`src/hw/rtl/ncks_pkg.sv`:
```
// Shared types and constants for the nearest-centroid top-k selector.
// Field widths, the sorted-list entry, the insert request and config codes.
// No dependencies.
`default_nettype none

package ncks_pkg;

  localparam int ELEM_W     = 16;
  localparam int DIM_W      = 7;
  localparam int CELL_W     = 15;
  localparam int DIST_W     = 48;
  localparam int SQ_W       = 32;
  localparam int RANK_W     = 5;
  localparam int PROBES_W   = 6;
  localparam int DIMS_W     = 8;
  localparam int CFG_IDX_W  = 2;
  localparam int CFG_DATA_W = 8;

  localparam logic [PROBES_W-1:0] PROBES_RESET = 6'd32;
  localparam logic [DIMS_W-1:0]   DIMS_RESET   = 8'd128;

  typedef enum logic [CFG_IDX_W-1:0] {
    CFG_PROBES_IN_USE = 2'd0,
    CFG_DIMS_IN_USE   = 2'd1
  } cfg_reg_t;

  // One slot of the sorted list: distance and cell identifier.
  typedef struct packed {
    logic [DIST_W-1:0] sq_dist;
    logic [CELL_W-1:0] cell_id;
  } entry_t;

  // Finished centroid heading for the list.
  typedef struct packed {
    logic   valid;
    logic   fin;
    entry_t ent;
  } ins_t;

  // Per-slot position flags derived from fill count and probe limit.
  typedef struct packed {
    logic beyond_fill;
    logic within_limit;
  } slot_ctl_t;

endpackage

`default_nettype wire

```
`src/hw/rtl/ncks_dist.sv`:
```
// Distance datapath: query store, difference and square, saturating
// accumulate; emits one insert request per finished centroid.
// Depends on ncks_pkg.
`default_nettype none

module ncks_dist import ncks_pkg::*; #(
  parameter int DIMENSIONS = 128,
  parameter int DIM_AW     = 7
) (
  input  logic              clk,
  input  logic              rst_n,
  input  logic              adv,
  input  logic              take,
  input  logic              mode,
  input  logic [DIM_W-1:0]  dim_index,
  input  logic [ELEM_W-1:0] element_value,
  input  logic [CELL_W-1:0] cell_index,
  input  logic              final_cell,
  input  logic [DIM_AW-1:0] last_dim,
  output ins_t              ins
);

  logic [ELEM_W-1:0] query_mem [DIMENSIONS];

  logic [31:0]       dim_wide;
  logic              dim_ok;
  logic [DIM_AW-1:0] addr;

  logic              s1_v_r, s1_end_r, s1_fin_r;
  logic [CELL_W-1:0] s1_cell_r;
  logic [ELEM_W-1:0] s1_val_r, s1_q_r;

  logic              s2_v_r, s2_end_r, s2_fin_r;
  logic [CELL_W-1:0] s2_cell_r;
  logic [SQ_W-1:0]   s2_sq_r;

  logic [DIST_W-1:0] acc_r;
  logic              ins_v_r;
  logic              ins_fin_r;
  entry_t            ins_ent_r;

  logic [ELEM_W:0]   diff, mag;
  logic [DIST_W:0]   sum;
  logic [DIST_W-1:0] sat;

  assign dim_wide = {{(32 - DIM_W){1'b0}}, dim_index};
  assign dim_ok   = dim_wide < 32'(DIMENSIONS);
  assign addr     = dim_wide[DIM_AW-1:0];

  always_ff @(posedge clk) begin
    if (take && !mode && dim_ok) begin
      query_mem[addr] <= element_value;
    end
    if (take && mode) begin
      s1_q_r <= query_mem[addr];
    end
  end

  assign diff = {s1_q_r[ELEM_W-1], s1_q_r} - {s1_val_r[ELEM_W-1], s1_val_r};
  assign mag  = diff[ELEM_W] ? (~diff + 1'b1) : diff;

  assign sum = {1'b0, acc_r} + {{(DIST_W + 1 - SQ_W){1'b0}}, s2_sq_r};
  assign sat = sum[DIST_W] ? {DIST_W{1'b1}} : sum[DIST_W-1:0];

  always_ff @(posedge clk) begin
    if (!rst_n) begin
      s1_v_r  <= 1'b0;
      s2_v_r  <= 1'b0;
      ins_v_r <= 1'b0;
      acc_r   <= '0;
    end else if (adv) begin
      s1_v_r  <= take && mode && dim_ok;
      s2_v_r  <= s1_v_r;
      ins_v_r <= s2_v_r && s2_end_r;
      if (s2_v_r) begin
        acc_r <= s2_end_r ? '0 : sat;
      end
    end
  end

  always_ff @(posedge clk) begin
    if (adv) begin
      s1_end_r  <= addr == last_dim;
      s1_fin_r  <= final_cell;
      s1_cell_r <= cell_index;
      s1_val_r  <= element_value;

      s2_end_r  <= s1_end_r;
      s2_fin_r  <= s1_fin_r;
      s2_cell_r <= s1_cell_r;
      s2_sq_r   <= mag[ELEM_W-1:0] * mag[ELEM_W-1:0];

      ins_fin_r         <= s2_fin_r;
      ins_ent_r.sq_dist <= sat;
      ins_ent_r.cell_id <= s2_cell_r;
    end
  end

  assign ins.valid = ins_v_r;
  assign ins.fin   = ins_fin_r;
  assign ins.ent   = ins_ent_r;

endmodule

`default_nettype wire

```
`config.mk`:
```
export PLATFORM = sky130hd
export DESIGN_NAME = ncks_dist
export DESIGN_NICKNAME = d
export VERILOG_FILES = /design/src/hw/rtl/ncks_pkg.sv /design/src/hw/rtl/ncks_dist.sv
export SDC_FILE = /design/constraint.sdc
export NUM_CORES = 2
export LEC_CHECK = 0
export BUFFER_PORTS_ARGS = -buffer_cell sky130_fd_sc_hd__buf_2
export CAP_MARGIN = 20
export CELL_PAD_IN_SITES_DETAIL_PLACEMENT = 2
export CELL_PAD_IN_SITES_GLOBAL_PLACEMENT = 2
export CORE_MARGIN = 3
export CORE_UTILIZATION = 43
export DETAILED_ROUTE_END_ITERATION = 8
export GPL_ROUTABILITY_DRIVEN = 0
export PLACE_DENSITY = 0.85
export SYNTH_ARGS = -nofsm -noshare
export SYNTH_HDL_FRONTEND = slang
export SYNTH_SLANG_ARGS = --single-unit
```
`constraint.sdc`:
```
create_clock -name clk -period 8.4 [get_ports clk]
set_clock_uncertainty 0.1 [all_clocks]
set_input_delay 0.42 -clock clk [delete_from_list [all_inputs] [get_ports clk]]
set_output_delay 0.42 -clock clk [all_outputs]
set_load 0.01 [all_outputs]
```
==> impl_metrics.py, run 1 <==
metrics = {
    "placement": {
        "dp_hpwl_um": 265000,
        "port_buffers": 115,
    },
    "die": {
        "start_util_pct": 43.5,
        "pin_count": 116,
        "die_w_um": 467,
        "dieHeight_um": 467,
        "rows": 168,
    },
    "yosys": {
        "yosysMostFrequentCell": "edfxtp_1",
        "synth_nets": 6017,
        "yosys-top-cells-count": "edfxtp_1, a22oi_1, inv_1",
        "ys_top_cells_by_area": "edfxtp_1, a22oi_1, fa_1",
        "synth_top_family_by_area": "compound AO/OA/AOI/OAI gates",
        "yosys.area_share.simple_pct": 4.04,
        "synth_enable_flop_cells": 2209,
        "synthMuxAreaShare_pct": 0.115,
        "yosysSeqAreaShare_pct": 73.7,
        "synth_ff_type": "edfxtp_1",
        "synth_xor_area_share_pct": 0.984,
        "avgSynthCellArea_um2": 16.2,
        "synth_compound_area_share_pct": 13.0,
        "yosysUniqueCellTypes": 84,
        "synth.top_cell.area_share_pct": 72.5,
        "syn_inst": 5658,
        "synth-adder-area-share_pct": 5.56,
        "syn_area_um2": 91400,
        "yosysWarningCount": 0,
        "yosysTopAreaCell": "edfxtp_1",
        "synth-seq-cells": 2260,
        "async_reset_ff_share_pct": 0,
    },
    "outcome": {
        "firstError": "[ERROR DPL-0033] detailed placement checks failed during check placement.",
        "outcome": "stopped before the end",
        "lastStage": "detailed placement (3_5_place_dp)",
    },
}
[logic make-up after synthesis]
kind of cell / after synthesis
flops: 2260
compound gates: 1579
simple gates: 770
xor+xnor: 101
buf+inv: 631
mux: 9
fa+ha+maj: 308
[per-stage QoR]
stage | hold slack, ps | area, um2 | instances | setup TNS [ps] | setup slack [ps]
global placement | 300 | 97800 | 8656 | -999 | -380
floorplan | 300 | 91500 | 5658 | -5.72 | -5.72
==> run 2, diff against run 1 <==
- CELL_PAD_IN_SITES_DETAIL_PLACEMENT: 2 -> unset
- CELL_PAD_IN_SITES_GLOBAL_PLACEMENT: 2 -> unset
- CORE_UTILIZATION: 43 -> 40
- PLACE_DENSITY: 0.85 -> unset
- PLACE_DENSITY_LB_ADDON: unset -> 0.15
- clock period: 8.4 -> 10.9 ns (I/O delays scaled with it)
==> impl_metrics.py, run 2 <==
metrics = {
    "cts": {
        "clk_path_buf_depth": 3,
        "cts_tree": "done",
        "clock_sinks": 2260,
        "holdBufCountCts": 17,
        "cts_root_buf": "clkbuf_16",
        "clk_pin_slew_ps": 60,
        "postCtsSetupBuffers": 0,
        "cts_buffers": 228,
        "cts_resized": 0,
        "htree_levels": 4,
        "clkLatencyLatePin_ps": 910,
    },
    "sta": {
        "drv_slew": 0,
        "rsz0062_at_grt": "false",
        "worst_pin_slew_ps": 1170,
        "timing.hold.ws_ps": 62.3,
        "layout_worst_path_cycle_share_pct": 91.1,
        "fin_crit_ps": 9930,
        "fmax_mhz": 101,
        "slew-limit-headroom_pct": 21.7,
        "setup_violations": 0,
        "fin_tns_setup_ps": 0,
        "final_hold_viol_count": 0,
    },
    "cells_and_area": {
        "drive_gt1_share_pct": 12.2,
        "fillers": 19600,
        "final_cells": 9130,
        "largest_register_ff_count": 2048,
        "regMostFlops": "query_mem",
        "nets": 6291,
        "synthToLayoutAreaGrowth_pct": 14.0,
        "layout_commonest_cell": "edfxtp_1",
        "fin_util_pct": 46.1,
        "most-common-layout-cells": "edfxtp_1, a22oi_1, inv_1, buf_4, clkbuf_16",
    },
    "yosys": {
        "synth_xor_area_share_pct": 0.984,
        "synth_top_family_by_area": "compound AO/OA/AOI/OAI gates",
        "yosysMostFrequentCell": "edfxtp_1",
        "synth_nets": 6017,
        "synth-adder-area-share_pct": 5.56,
        "ys_top_cells_by_area": "edfxtp_1, a22oi_1, fa_1",
        "synth.top_cell.area_share_pct": 72.5,
        "syn_inst": 5658,
        "synthMuxAreaShare_pct": 0.115,
        "yosysUniqueCellTypes": 84,
        "yosys-top-cells-count": "edfxtp_1, a22oi_1, inv_1",
        "avgSynthCellArea_um2": 16.2,
        "synth_enable_flop_cells": 2209,
        "synth-seq-cells": 2260,
        "syn_area_um2": 91400,
        "synth_ff_type": "edfxtp_1",
        "async_reset_ff_share_pct": 0,
        "synth_compound_area_share_pct": 13.0,
        "yosysSeqAreaShare_pct": 73.7,
        "yosysWarningCount": 0,
        "yosysTopAreaCell": "edfxtp_1",
        "yosys.area_share.simple_pct": 4.04,
    },
    "global_routing": {
        "antenna_found_initial": 25,
        "grt_pass1_wl_um": 396000,
        "grt_overflow": 0,
        "grt_pass1_vias": 53700,
        "grt_max_degree": 95,
        "track_usage_pct": 23.2,
    },
    "die": {
        "start_util_pct": 40.5,
        "die_w_um": 484,
        "die_area_um2": 234000,
        "pin_count": 116,
        "core_um2": 226000,
        "dieHeight_um": 484,
        "rows": 174,
    },
    "placement": {
        "port_buffers": 115,
        "dp_hpwl_um": 163000,
        "placed_cells_incl_taps": 8670,
    },
    "outcome": {
        "outcome": "complete, no violations",
    },
    "drt": {
        "top_layer": "met5",
        "drt-met1-wl_um": 117000,
        "wl_um": 276000,
        "detail_route.first_pass.iterations": 9,
        "ant_nets": 0,
        "wl_per_cell_um": 30.2,
        "dr_wl_met2_um": 132000,
        "viasPerCell": 5.92,
        "drt-initial-drc-count": 5783,
        "vias": 54100,
        "met3_length_um": 18900,
        "drc": 0,
    },
    "setup_path": {
        "rr_startpoint": "s1_val_r[4]",
        "critPathArrivalTime_ps": 10390,
        "startpoint": "s1_val_r[4]",
        "start_kind": "register",
        "slowest_stage": "o41ai_1",
        "cp_max_fo": 9,
        "worstSetupEndpointType": "register",
        "crit_family": "adder cells",
        "cp_num_buf_inv": 7,
        "required_ps": 11350,
        "crit_type": "reg -> reg",
        "cp_slowest_stage_delay_ps": 720,
    },
    "hold_path": {
        "min_from": "last_dim[5]",
        "worstHoldPathType": "in -> reg",
    },
    "run": {
        "drv.max_cap_violation_count": 0,
    },
}
[run 2: worst register-to-register path: cells and delay by family, from the launching register on]
kind,cells,cell delay (ps)
xor+xnor,2,500
flops,1,330
buf+inv,7,760
fa+ha+maj,8,3710
compound gates,11,3070
simple gates,6,1160
[run 2: stage by stage]
step	cell area, um2	setup slack [ps]
after floorplan	91400	2090
final	104000	968
after global placement	96600	1090
after global routing	104000	268
after CTS	104000	938
after detailed placement	96700	967
[run 2: kinds of logic after synthesis]
group | count (synthesis)
AOI/OAI and AO/OA | 1579
and+or+nand+nor | 770
muxes | 9
xor gates and xnor gates | 101
buffers and inverters | 631
adders and majority gates | 308
DFF | 2260
[run 2: final timing paths]
| path | end | slack [ps] | cells after the start |
|---|---|---|---|
| setup / recovery | s2_sq_r[31] | 970 | 34 |
| hold reg to reg | ins_fin_r | 310 | 0 |
| setup reg to reg | s2_sq_r[31] | 970 | 34 |
| hold / removal | s1_end_r | 60 | 4 |
[run 2: cell type report]
cell class / count / area [um2] / share of cell area (%)
antenna: 12 / 30.0 / 0.0288
clock buffer: 289 / 5950 / 5.71
clock inverter: 135 / 1310 / 1.26
inverter: 299 / 1120 / 1.08
multi-input combinational: 2767 / 21800 / 20.9
sequential: 2260 / 67400 / 64.6
tap: 2992 / 3740 / 3.59
timing repair buffer: 376 / 2890 / 2.77
[run 2: layer usage]
layer  global-route usage (%)  vias up
met5                        0        -
met4                     6.93       10
met3                     3.79      370
met2                     37.6     2082
met1                     32.2    28400
li1                         -    23200
Power of run 2 is left out: the tool's default activity adds up to more than one toggle a clock period on the data nets, which glitch-free logic cannot reach.
