## src/hw/rtl/ncks_pkg.sv

```systemverilog
// Shared types and constants for the nearest-centroid top-k selector.
// Field widths, the sorted-list entry, the insert request and config codes.
// No dependencies.
`default_nettype none

package ncks_pkg;

  localparam int ELEM_W     = 16;
  localparam int DIM_W      = 7;
  localparam int CELL_W     = 15;
  localparam int DIST_W     = 48;
  localparam int SQ_W       = 32;
  localparam int RANK_W     = 5;
  localparam int PROBES_W   = 6;
  localparam int DIMS_W     = 8;
  localparam int CFG_IDX_W  = 2;
  localparam int CFG_DATA_W = 8;

  localparam logic [PROBES_W-1:0] PROBES_RESET = 6'd32;
  localparam logic [DIMS_W-1:0]   DIMS_RESET   = 8'd128;

  typedef enum logic [CFG_IDX_W-1:0] {
    CFG_PROBES_IN_USE = 2'd0,
    CFG_DIMS_IN_USE   = 2'd1
  } cfg_reg_t;

  // One slot of the sorted list: distance and cell identifier.
  typedef struct packed {
    logic [DIST_W-1:0] sq_dist;
    logic [CELL_W-1:0] cell_id;
  } entry_t;

  // Finished centroid heading for the list.
  typedef struct packed {
    logic   valid;
    logic   fin;
    entry_t ent;
  } ins_t;

  // Per-slot position flags derived from fill count and probe limit.
  typedef struct packed {
    logic beyond_fill;
    logic within_limit;
  } slot_ctl_t;

endpackage

`default_nettype wire

```

## src/hw/rtl/ncks_cell.sv

```systemverilog
// One slot of the sorted top-k list: compare against the incoming pair and
// either hold, take the left neighbor's entry, or take the new pair.
// Depends on ncks_pkg.
`default_nettype none

module ncks_cell import ncks_pkg::*; (
  input  logic      clk,
  input  logic      ins_en,
  input  entry_t    new_ent,
  input  entry_t    left_ent,
  input  logic      left_gt,
  input  slot_ctl_t ctl,
  output entry_t    ent_r,
  output entry_t    ent_nxt,
  output logic      gt
);

  logic upd;

  // Ties keep the older entry ahead: only a strictly larger distance yields.
  assign gt  = ctl.beyond_fill || (ent_r.sq_dist > new_ent.sq_dist);
  assign upd = ins_en && gt && ctl.within_limit;

  always_comb begin
    ent_nxt = ent_r;
    if (upd) begin
      ent_nxt = left_gt ? left_ent : new_ent;
    end
  end

  always_ff @(posedge clk) begin
    ent_r <= ent_nxt;
  end

endmodule

`default_nettype wire

```

## config.mk

```make
export PLATFORM = sky130hd
export DESIGN_NAME = ncks_cell
export DESIGN_NICKNAME = d
export VERILOG_FILES = /design/src/hw/rtl/ncks_pkg.sv /design/src/hw/rtl/ncks_cell.sv
export SDC_FILE = /design/constraint.sdc
export NUM_CORES = 1
export LEC_CHECK = 0
export ABC_CLOCK_PERIOD_IN_PS = 3160
export BUFFER_PORTS_ARGS = -buffer_cell sky130_fd_sc_hd__buf_4
export CORE_MARGIN = 2
export CORE_UTILIZATION = 40
export CTS_CLUSTER_SIZE = 30
export DETAILED_ROUTE_END_ITERATION = 7
export PLACE_DENSITY = 0.69
export SKIP_CTS_REPAIR_TIMING = 1
export SLEW_MARGIN = 20
export SYNTH_ARGS = -nofsm -noshare
export SYNTH_HDL_FRONTEND = slang
export SYNTH_SLANG_ARGS = --single-unit
```

## constraint.sdc

```tcl
create_clock -name clk -period 3.16 [get_ports clk]
set_input_delay 0.158 -clock clk [delete_from_list [all_inputs] [get_ports clk]]
set_output_delay 0.158 -clock clk [all_outputs]
set_load 0.01 [all_outputs]
```

==> impl_metrics.yaml, run 1 <==
floorplan:
  rows: 45
  die_area_mm2: 0.0165
  die_w_um: 129
  fp.dieH_um: 129
  num_io_pins: 258
  core_mm2: 0.0152
  initial_core_util: 0.408
layout:
  largest_reg_flops: 63
  drive_gt1_frac: 0.459
  final_cells: 1244
  n_antenna_cell: 0
  reg_top3: "ent_r: 63 flops"
  fin_nets: 1230
  regMostFlops: "ent_r"
  area_delta_synth_final_pct: 58.6
  fin_util: 0.647
worst_setup_path:
  critPathCaptureType: "output port"
  timing.rr.start: "ent_r[49]"
  required_ps: 3000
  reg2reg_depth: 10
  critical_path_class: "flop to output port"
  arrival_ps: 3010
  worstPathMaxFanout: 8
  r2r_end: "ent_r[60]"
  ff2ff_setup_slack_ps: 510
  start_kind: "flop"
clocking:
  clock-sinks: 63
  htree_num_levels: 3
  cts_buffer_depth: 2
  clkTransAtPathRegs_ps: 60
  cts_made_buffers: 9
  cts_tree: "built"
  insertion_delay_ps: 340
  cts_root_buffer: "clkbuf_16"
synthesis:
  synthAdderAreaFrac: 0.0969
  synth.area.mux_share: 0
  yosys.area_share.xor_xnor: 0
  yosys.area_share.simple: 0.339
  synth_area_per_cell_um2: 7.62
  yosys.cell_count.top_type: "nor2_1"
  synth_nets: 993
  synth-edff-count: 0
  synth_top_family_by_area: "simple AND/OR/NAND/NOR gates"
  ys_types: 37
  synth_common_cells: "nor2_1, nand2_1, o21ai_0"
  synthArstFlopShare: 0
  seq_area_frac_synth: 0.203
  synth_compound_area_frac: 0.276
  synth_top_area_cell: "dfxtp_1"
  synth_warnings: 0
  ys_top_cells_by_area: "dfxtp_1, a211oi_2, ha_1"
  synth_ff_type: "dfxtp_1"
  synth_top_area_frac: 0.203
  netlist_area_mm2: 0.00620
  postSynthCellCount: 814
  yosys_register_bits: 63
place:
  io_buffers: 257
  gp_congestion: 0.837
  dp_hpwl_um: 14700
  place_ws_ps: 231
  dp.cells: 1208
routing:
  vias_per_cell: 5.82
  wl_um: 24200
  avgRoutedWirePerCell_um: 19.5
  drt_first_iter_violations: 500
  drc: 0
  ant_nets: 0
  num_vias: 7239
  dr.pass1.iters: 5
global_routing:
  grt_antenna_before_repair: 0
  grt_pass1_wl_um: 33700
  grt_max_degree: 65
  grt_pass1_vias: 6732
  overflow: 0
  grtUsageTotal: 0.254
min_path:
  hold_end: "ent_r[38]"
  min-delay-path-class: "primary input to flop"
  worstHoldStart: "left_ent[38]"
  hold_path_depth: 5
timing:
  setup_violations: 5
  rsz0062_at_grt: "yes"
  relSlewSlack: 0.480
  hold_slack_ps: 253
  slew_viol_final: 0
  min_period_ps: 3170
  finalCritPeriodShare: 1.00
  fin_ws_ps: -12.6
  fin_skew_ps: 6.31
  worstMarginPinSlew_ps: 779
  max_freq_ghz: 0.315
  hold_viol_final: 0
pwr:
  ir_worst_vdd_mv: 0.513
  p_per_area_mw_per_mm2: 845
  power_leakage_nw: 4.03
status:
  status: "complete, but fails checks"
  violations: "negative setup slack"
flow_run:
  cap_violations: 0
worst max path at each step:
stage               slack (ps)       from     endpoint
finish                     -10  ent_r[49]  ent_nxt[23]
global route               -90  ent_r[49]  ent_nxt[23]
CTS                       -170  ent_r[62]  ent_nxt[18]
detailed placement         230  ent_r[62]   ent_nxt[1]
global placement           290  ent_r[58]   ent_nxt[1]
floorplan                  460  ent_r[52]  ent_nxt[10]
cells by family (layout without fill, tap and decap cells):
family | count (synthesis) | in the layout
AO/OA/AOI/OAI | 212 | 212
adder cells (fa/ha/maj) | 48 | 48
buffers and inverters | 123 | 365
flip-flops | 63 | 63
AND/OR/NAND/NOR | 368 | 368
worst max-delay path: stages (launching register included):
cell and delay (ps):
dfxtp_4 360, ha_4 260, nand4_1 140, or4_4 620, or2_4 260, o22ai_4 150, buf_12 160, or3_4 150
buf_12 140, clkbuf_16 180, a211oi_2 80, buf_4 160
power by group:
part           switching [mW]  internal, mW
logic                    2.68          2.74
clock network           0.416         0.733
registers               0.485          1.26
final cells by class:
type                       count  area (um^2)
clock inverter                 5         80.1
tap                          188          235
clock buffer                  11          253
inverter                      52          195
sequential                    63         1310
fill                        1282         5370
multi-input combinational    628         5190
timing repair buffer         297         2570
through the flow:
step                total power, mW  area, um^2  TNS (ps)
CTS                            7.12        8600     -6180
floorplan                      4.00        6200         0
global placement               5.92        8270         0
global route                   8.78        9830     -3630
detailed placement             5.94        8270         0
finish                         8.31        9830     -30.2
metal layers:
layer / routed length [um] / global-route usage / vias to the layer above / part of all wire
met5: 0 / 0 / - / 0
met1: 9960 / 0.312 / 3402 / 0.41
met2: 11700 / 0.440 / 334 / 0.48
met3: 1860 / 0.0528 / 51 / 0.077
li1: - / - / 3452 / -
met4: 769 / 0.0895 / 0 / 0.032
cells in the final DEF, fill, tap and decap left out, drive strengths merged, types with 17 or more instances in the layout:
| cell | n |
|---|---|
| nor2b | 18 |
| a21oi | 17 |
| ha | 48 |
| nor2 | 112 |
| dfxtp | 63 |
| inv | 52 |
| buf | 290 |
| o211ai | 48 |
| nor3b | 63 |
| nor4b | 63 |
| a211oi | 64 |
| nand2 | 71 |
| clkbuf | 18 |
| o21ai | 67 |
Power figures use the tool's default switching activity.
==> run 2: changes to the inputs <==
Settings changed: CORE_UTILIZATION 40 to 50, PLACE_DENSITY 0.69 to 0.83, RECOVER_POWER set to 100.
==> impl_metrics.yaml, run 2 (synthesis gave the netlist of run 1 again) <==
status:
  status: "complete, but fails checks"
  violations: "negative setup slack"
global_routing:
  overflow: 0
  grt_max_degree: 65
  grt_pass1_vias: 6745
  grt_pass1_wl_um: 32900
  grt_antenna_before_repair: 0
  grtUsageTotal: 0.308
pwr:
  power_leakage_nw: 3.97
  p_per_area_mw_per_mm2: 825
  ir_worst_vdd_mv: 0.617
  p_total_mw: 7.78
floorplan:
  num_io_pins: 258
  rows: 40
  die_area_mm2: 0.0133
  die_w_um: 115
  core_mm2: 0.0121
  fp.dieH_um: 115
  initial_core_util: 0.514
worst_setup_path:
  critical_path_class: "flop to output port"
  worstPathMaxFanout: 8
  start_kind: "flop"
  required_ps: 3000
  arrival_ps: 3100
  critPathCaptureType: "output port"
clocking:
  clock-sinks: 63
  insertion_delay_ps: 350
  cts_buffer_depth: 2
  htree_num_levels: 3
  cts_root_buffer: "clkbuf_16"
  clkTransAtPathRegs_ps: 60
  cts_made_buffers: 9
  cts_tree: "built"
timing:
  fin_skew_ps: 8.19
  fin_ws_ps: -94.9
  hold_viol_final: 0
  setup_tns_ps: -2870
  hold_slack_ps: 253
  relSlewSlack: 0.525
  slew_viol_final: 0
  finalCritPeriodShare: 1.03
  min_period_ps: 3250
  setup_violations: 54
  max_freq_ghz: 0.307
  worstMarginPinSlew_ps: 712
  rsz0062_at_grt: "yes"
place:
  dp_hpwl_um: 14400
  gp_congestion: 0.831
  io_buffers: 257
routing:
  avgRoutedWirePerCell_um: 19.9
  drt_first_iter_violations: 736
  ant_nets: 0
  vias_per_cell: 6.06
  dr.pass1.iters: 5
  wl_um: 24400
  num_vias: 7441
  drc: 0
layout:
  final_common_cell: "buf_4"
  area_delta_synth_final_pct: 52.1
  regMostFlops: "ent_r"
  n_antenna_cell: 0
  largest_reg_flops: 63
  drive_gt1_frac: 0.409
  reg_top3: "ent_r: 63 flops"
  final_cell_mix: "buf_4, nor2_1, nand2_1, nor3b_1, o21ai_0"
  fin_nets: 1233
min_path:
  min-delay-path-class: "primary input to flop"
flow_run:
  cap_violations: 0
## run 2: report_power, final
part	switching, mW	internal, mW	leakage, nW	total (mW)
logic	2.53	2.46	3.28	4.99
clock network	0.402	0.732	0.158	1.13
registers	0.436	1.22	0.531	1.66
## run 2: final timing paths
kind	slack, ps	depth (start not counted)	to	start
max	-90	10	ent_nxt[46]	ent_r[62]
min	250	5	ent_r[19]	left_ent[19]
max reg2reg	450	9	ent_r[38]	ent_r[62]
min reg2reg	630	2	ent_r[6]	ent_r[6]
## run 2: critical path: stages, from the launching register on
cell and delay, ps:
dfxtp_2 340, ha_4 270, nand4_1 180, or4_4 640, or2_4 270, o22ai_4 140
buf_12 160, or3_4 270, clkbuf_16 220, a211oi_2 80, buf_4 170
## run 2: final cells by class
class | instances | area, um^2
sequential | 63 | 1280
tap | 168 | 210
inverter | 52 | 195
fill | 856 | 2630
multi-input combinational | 629 | 4840
clock inverter | 5 | 80.1
timing repair buffer | 299 | 2570
clock buffer | 11 | 253
## run 2: through the flow
step / setup WS, ps / instances / area, um^2 / util
after detailed placement: 164 / 1186 / 8280 / 0.686
after global placement: 140 / 1186 / 8280 / 0.686
after global routing: -167 / 1227 / 9430 / 0.782
after CTS: -219 / 1202 / 8610 / 0.714
final: -94.9 / 1227 / 9430 / 0.782
after floorplan: 462 / 814 / 6200 / -
## run 2: metal layers
metal  up-vias  wire length (um)  global-route usage  part of all wire
li1       3469                 -                   -                 -
met1      3481              9470               0.370              0.39
met4         0              1070               0.123             0.044
met2       408             11700               0.531              0.48
met3        83              2140              0.0727             0.088
met5         -                 0                   0                 0
==> run 3: changes to the inputs <==
Settings changed: RECOVER_POWER 100 to not set.
==> impl_metrics.yaml, run 3 (synthesis gave the netlist of run 1 again) <==
timing:
  worstMarginPinSlew_ps: 710
  fin_ws_ps: -102
  finalCritPeriodShare: 1.03
  fin_skew_ps: 8.41
  setup_tns_ps: -3380
  setup_violations: 58
  max_freq_ghz: 0.307
  hold_viol_final: 0
  min_period_ps: 3260
  rsz0062_at_grt: "yes"
  slew_viol_final: 0
  relSlewSlack: 0.527
  hold_slack_ps: 250
layout:
  reg_top3: "ent_r: 63 flops"
  final_area_mm2: 0.00948
  fin_util: 0.786
  n_antenna_cell: 0
  fin_nets: 1233
  regMostFlops: "ent_r"
  largest_reg_flops: 63
  drive_gt1_frac: 0.430
  final_cell_mix: "buf_4, nor2_1, nand2_1, nor3b_1, o21ai_0"
  final_common_cell: "buf_4"
  area_delta_synth_final_pct: 52.9
floorplan:
  rows: 40
  die_w_um: 115
  initial_core_util: 0.514
  die_area_mm2: 0.0133
  core_mm2: 0.0121
  num_io_pins: 258
  fp.dieH_um: 115
routing:
  num_vias: 7450
  ant_nets: 0
  dr.pass1.iters: 7
  wl_um: 24400
  avgRoutedWirePerCell_um: 19.9
  drt_first_iter_violations: 724
  vias_per_cell: 6.07
  drc: 0
pwr:
  p_per_area_mw_per_mm2: 828
  ir_worst_vdd_mv: 0.618
  power_leakage_nw: 4.01
  comb_power_share: 0.642
  p_clk_frac: 0.145
  p_sw_mw: 3.37
  power_frac_seq: 0.214
  cell_internal_pwr_mw: 4.48
  power_switching_share: 0.430
global_routing:
  overflow: 0
  grt_antenna_before_repair: 0
  grt_max_degree: 65
  grt_pass1_vias: 6745
  grt_pass1_wl_um: 32900
  grtUsageTotal: 0.308
worst_setup_path:
  worstPathMaxFanout: 8
  critPathCaptureType: "output port"
  start_kind: "flop"
  cp_num_buf_inv: 3
  cpPeakStageDelay_ps: 640
  arrival_ps: 3100
  cp_cell_sequence: "ha_4 > nand4_1 > or4_4 > or2_4 > o22ai_4 > buf_12 > or3_4 > clkbuf_16 > a211oi_2 > buf_4"
  cpMaxStageDelayCell: "or4_4"
  critical_path_class: "flop to output port"
  required_ps: 3000
  crit_family: "simple AND/OR/NAND/NOR gates"
clocking:
  cts_buffer_depth: 2
  clock-sinks: 63
  clkTransAtPathRegs_ps: 60
  cts_made_buffers: 9
  cts_tree: "built"
  cts_root_buffer: "clkbuf_16"
  htree_num_levels: 3
  insertion_delay_ps: 350
min_path:
  min-delay-path-class: "primary input to flop"
status:
  status: "complete, but fails checks"
  violations: "negative setup slack"
place:
  dp_hpwl_um: 14400
  io_buffers: 257
  gp_congestion: 0.831
  place_area_mm2: 0.00828
  place_ws_ps: 164
flow_run:
  cap_violations: 0
## run 3: cell types whose count changed in the layout (fill, tap and decap cells not counted), sizes merged
cell,previous run,this run
clkbuf,30,20
buf,280,290
## run 3: path summary, 6_finish.rpt
check	slack, ps	end	start	cells past startpoint
worst max-delay path	-100	ent_nxt[46]	ent_r[62]	10
worst min-delay path	250	ent_r[19]	left_ent[19]	5
worst max register to register	440	ent_r[38]	ent_r[62]	9
worst min register to register	630	ent_r[25]	ent_r[25]	2
## run 3: area by class of cell
cell class	instances	area, um^2
Multi-Input combinational cell	629	4840
Fill cell	837	2580
Timing Repair Buffer	299	2610
Clock buffer	11	253
Tap cell	168	210
Clock inverter	5	80.1
Inverter	52	195
Sequential cell	63	1290
## run 3: metrics by stage
step | cells | total power, mW
finish | 1227 | 7.85
detailed placement | 1186 | 5.92
floorplan | 814 | 4.00
CTS | 1202 | 7.09
global placement | 1186 | 5.86
global route | 1227 | 8.28
## run 3: worst reg2reg max path, cell delays in order, from the launching register on
cell and delay, ps:
dfxtp_2 340, ha_4 270, nand4_1 190, or4_4 640
or2_4 270, o22ai_4 140, buf_12 160, or3_4 270
clkbuf_16 220, a211oi_2 80
## run 3: routing by layer
layer	GRT usage	routed length, um
met1	0.370	9370
met5	0	0
met2	0.531	11700
met3	0.0727	2240
met4	0.123	1090
## run 3: power groups by stage
stage / Combinational, mW / Clock (mW) / Sequential [mW]
3_5_place_dp: 4.31 / 0 / 1.61
3_3_place_gp: 4.25 / 0 / 1.61
2_1_floorplan: 2.28 / 0 / 1.72
4_1_cts: 4.34 / 1.15 / 1.60
5_1_grt: 5.38 / 1.17 / 1.73
6_report: 5.04 / 1.14 / 1.68
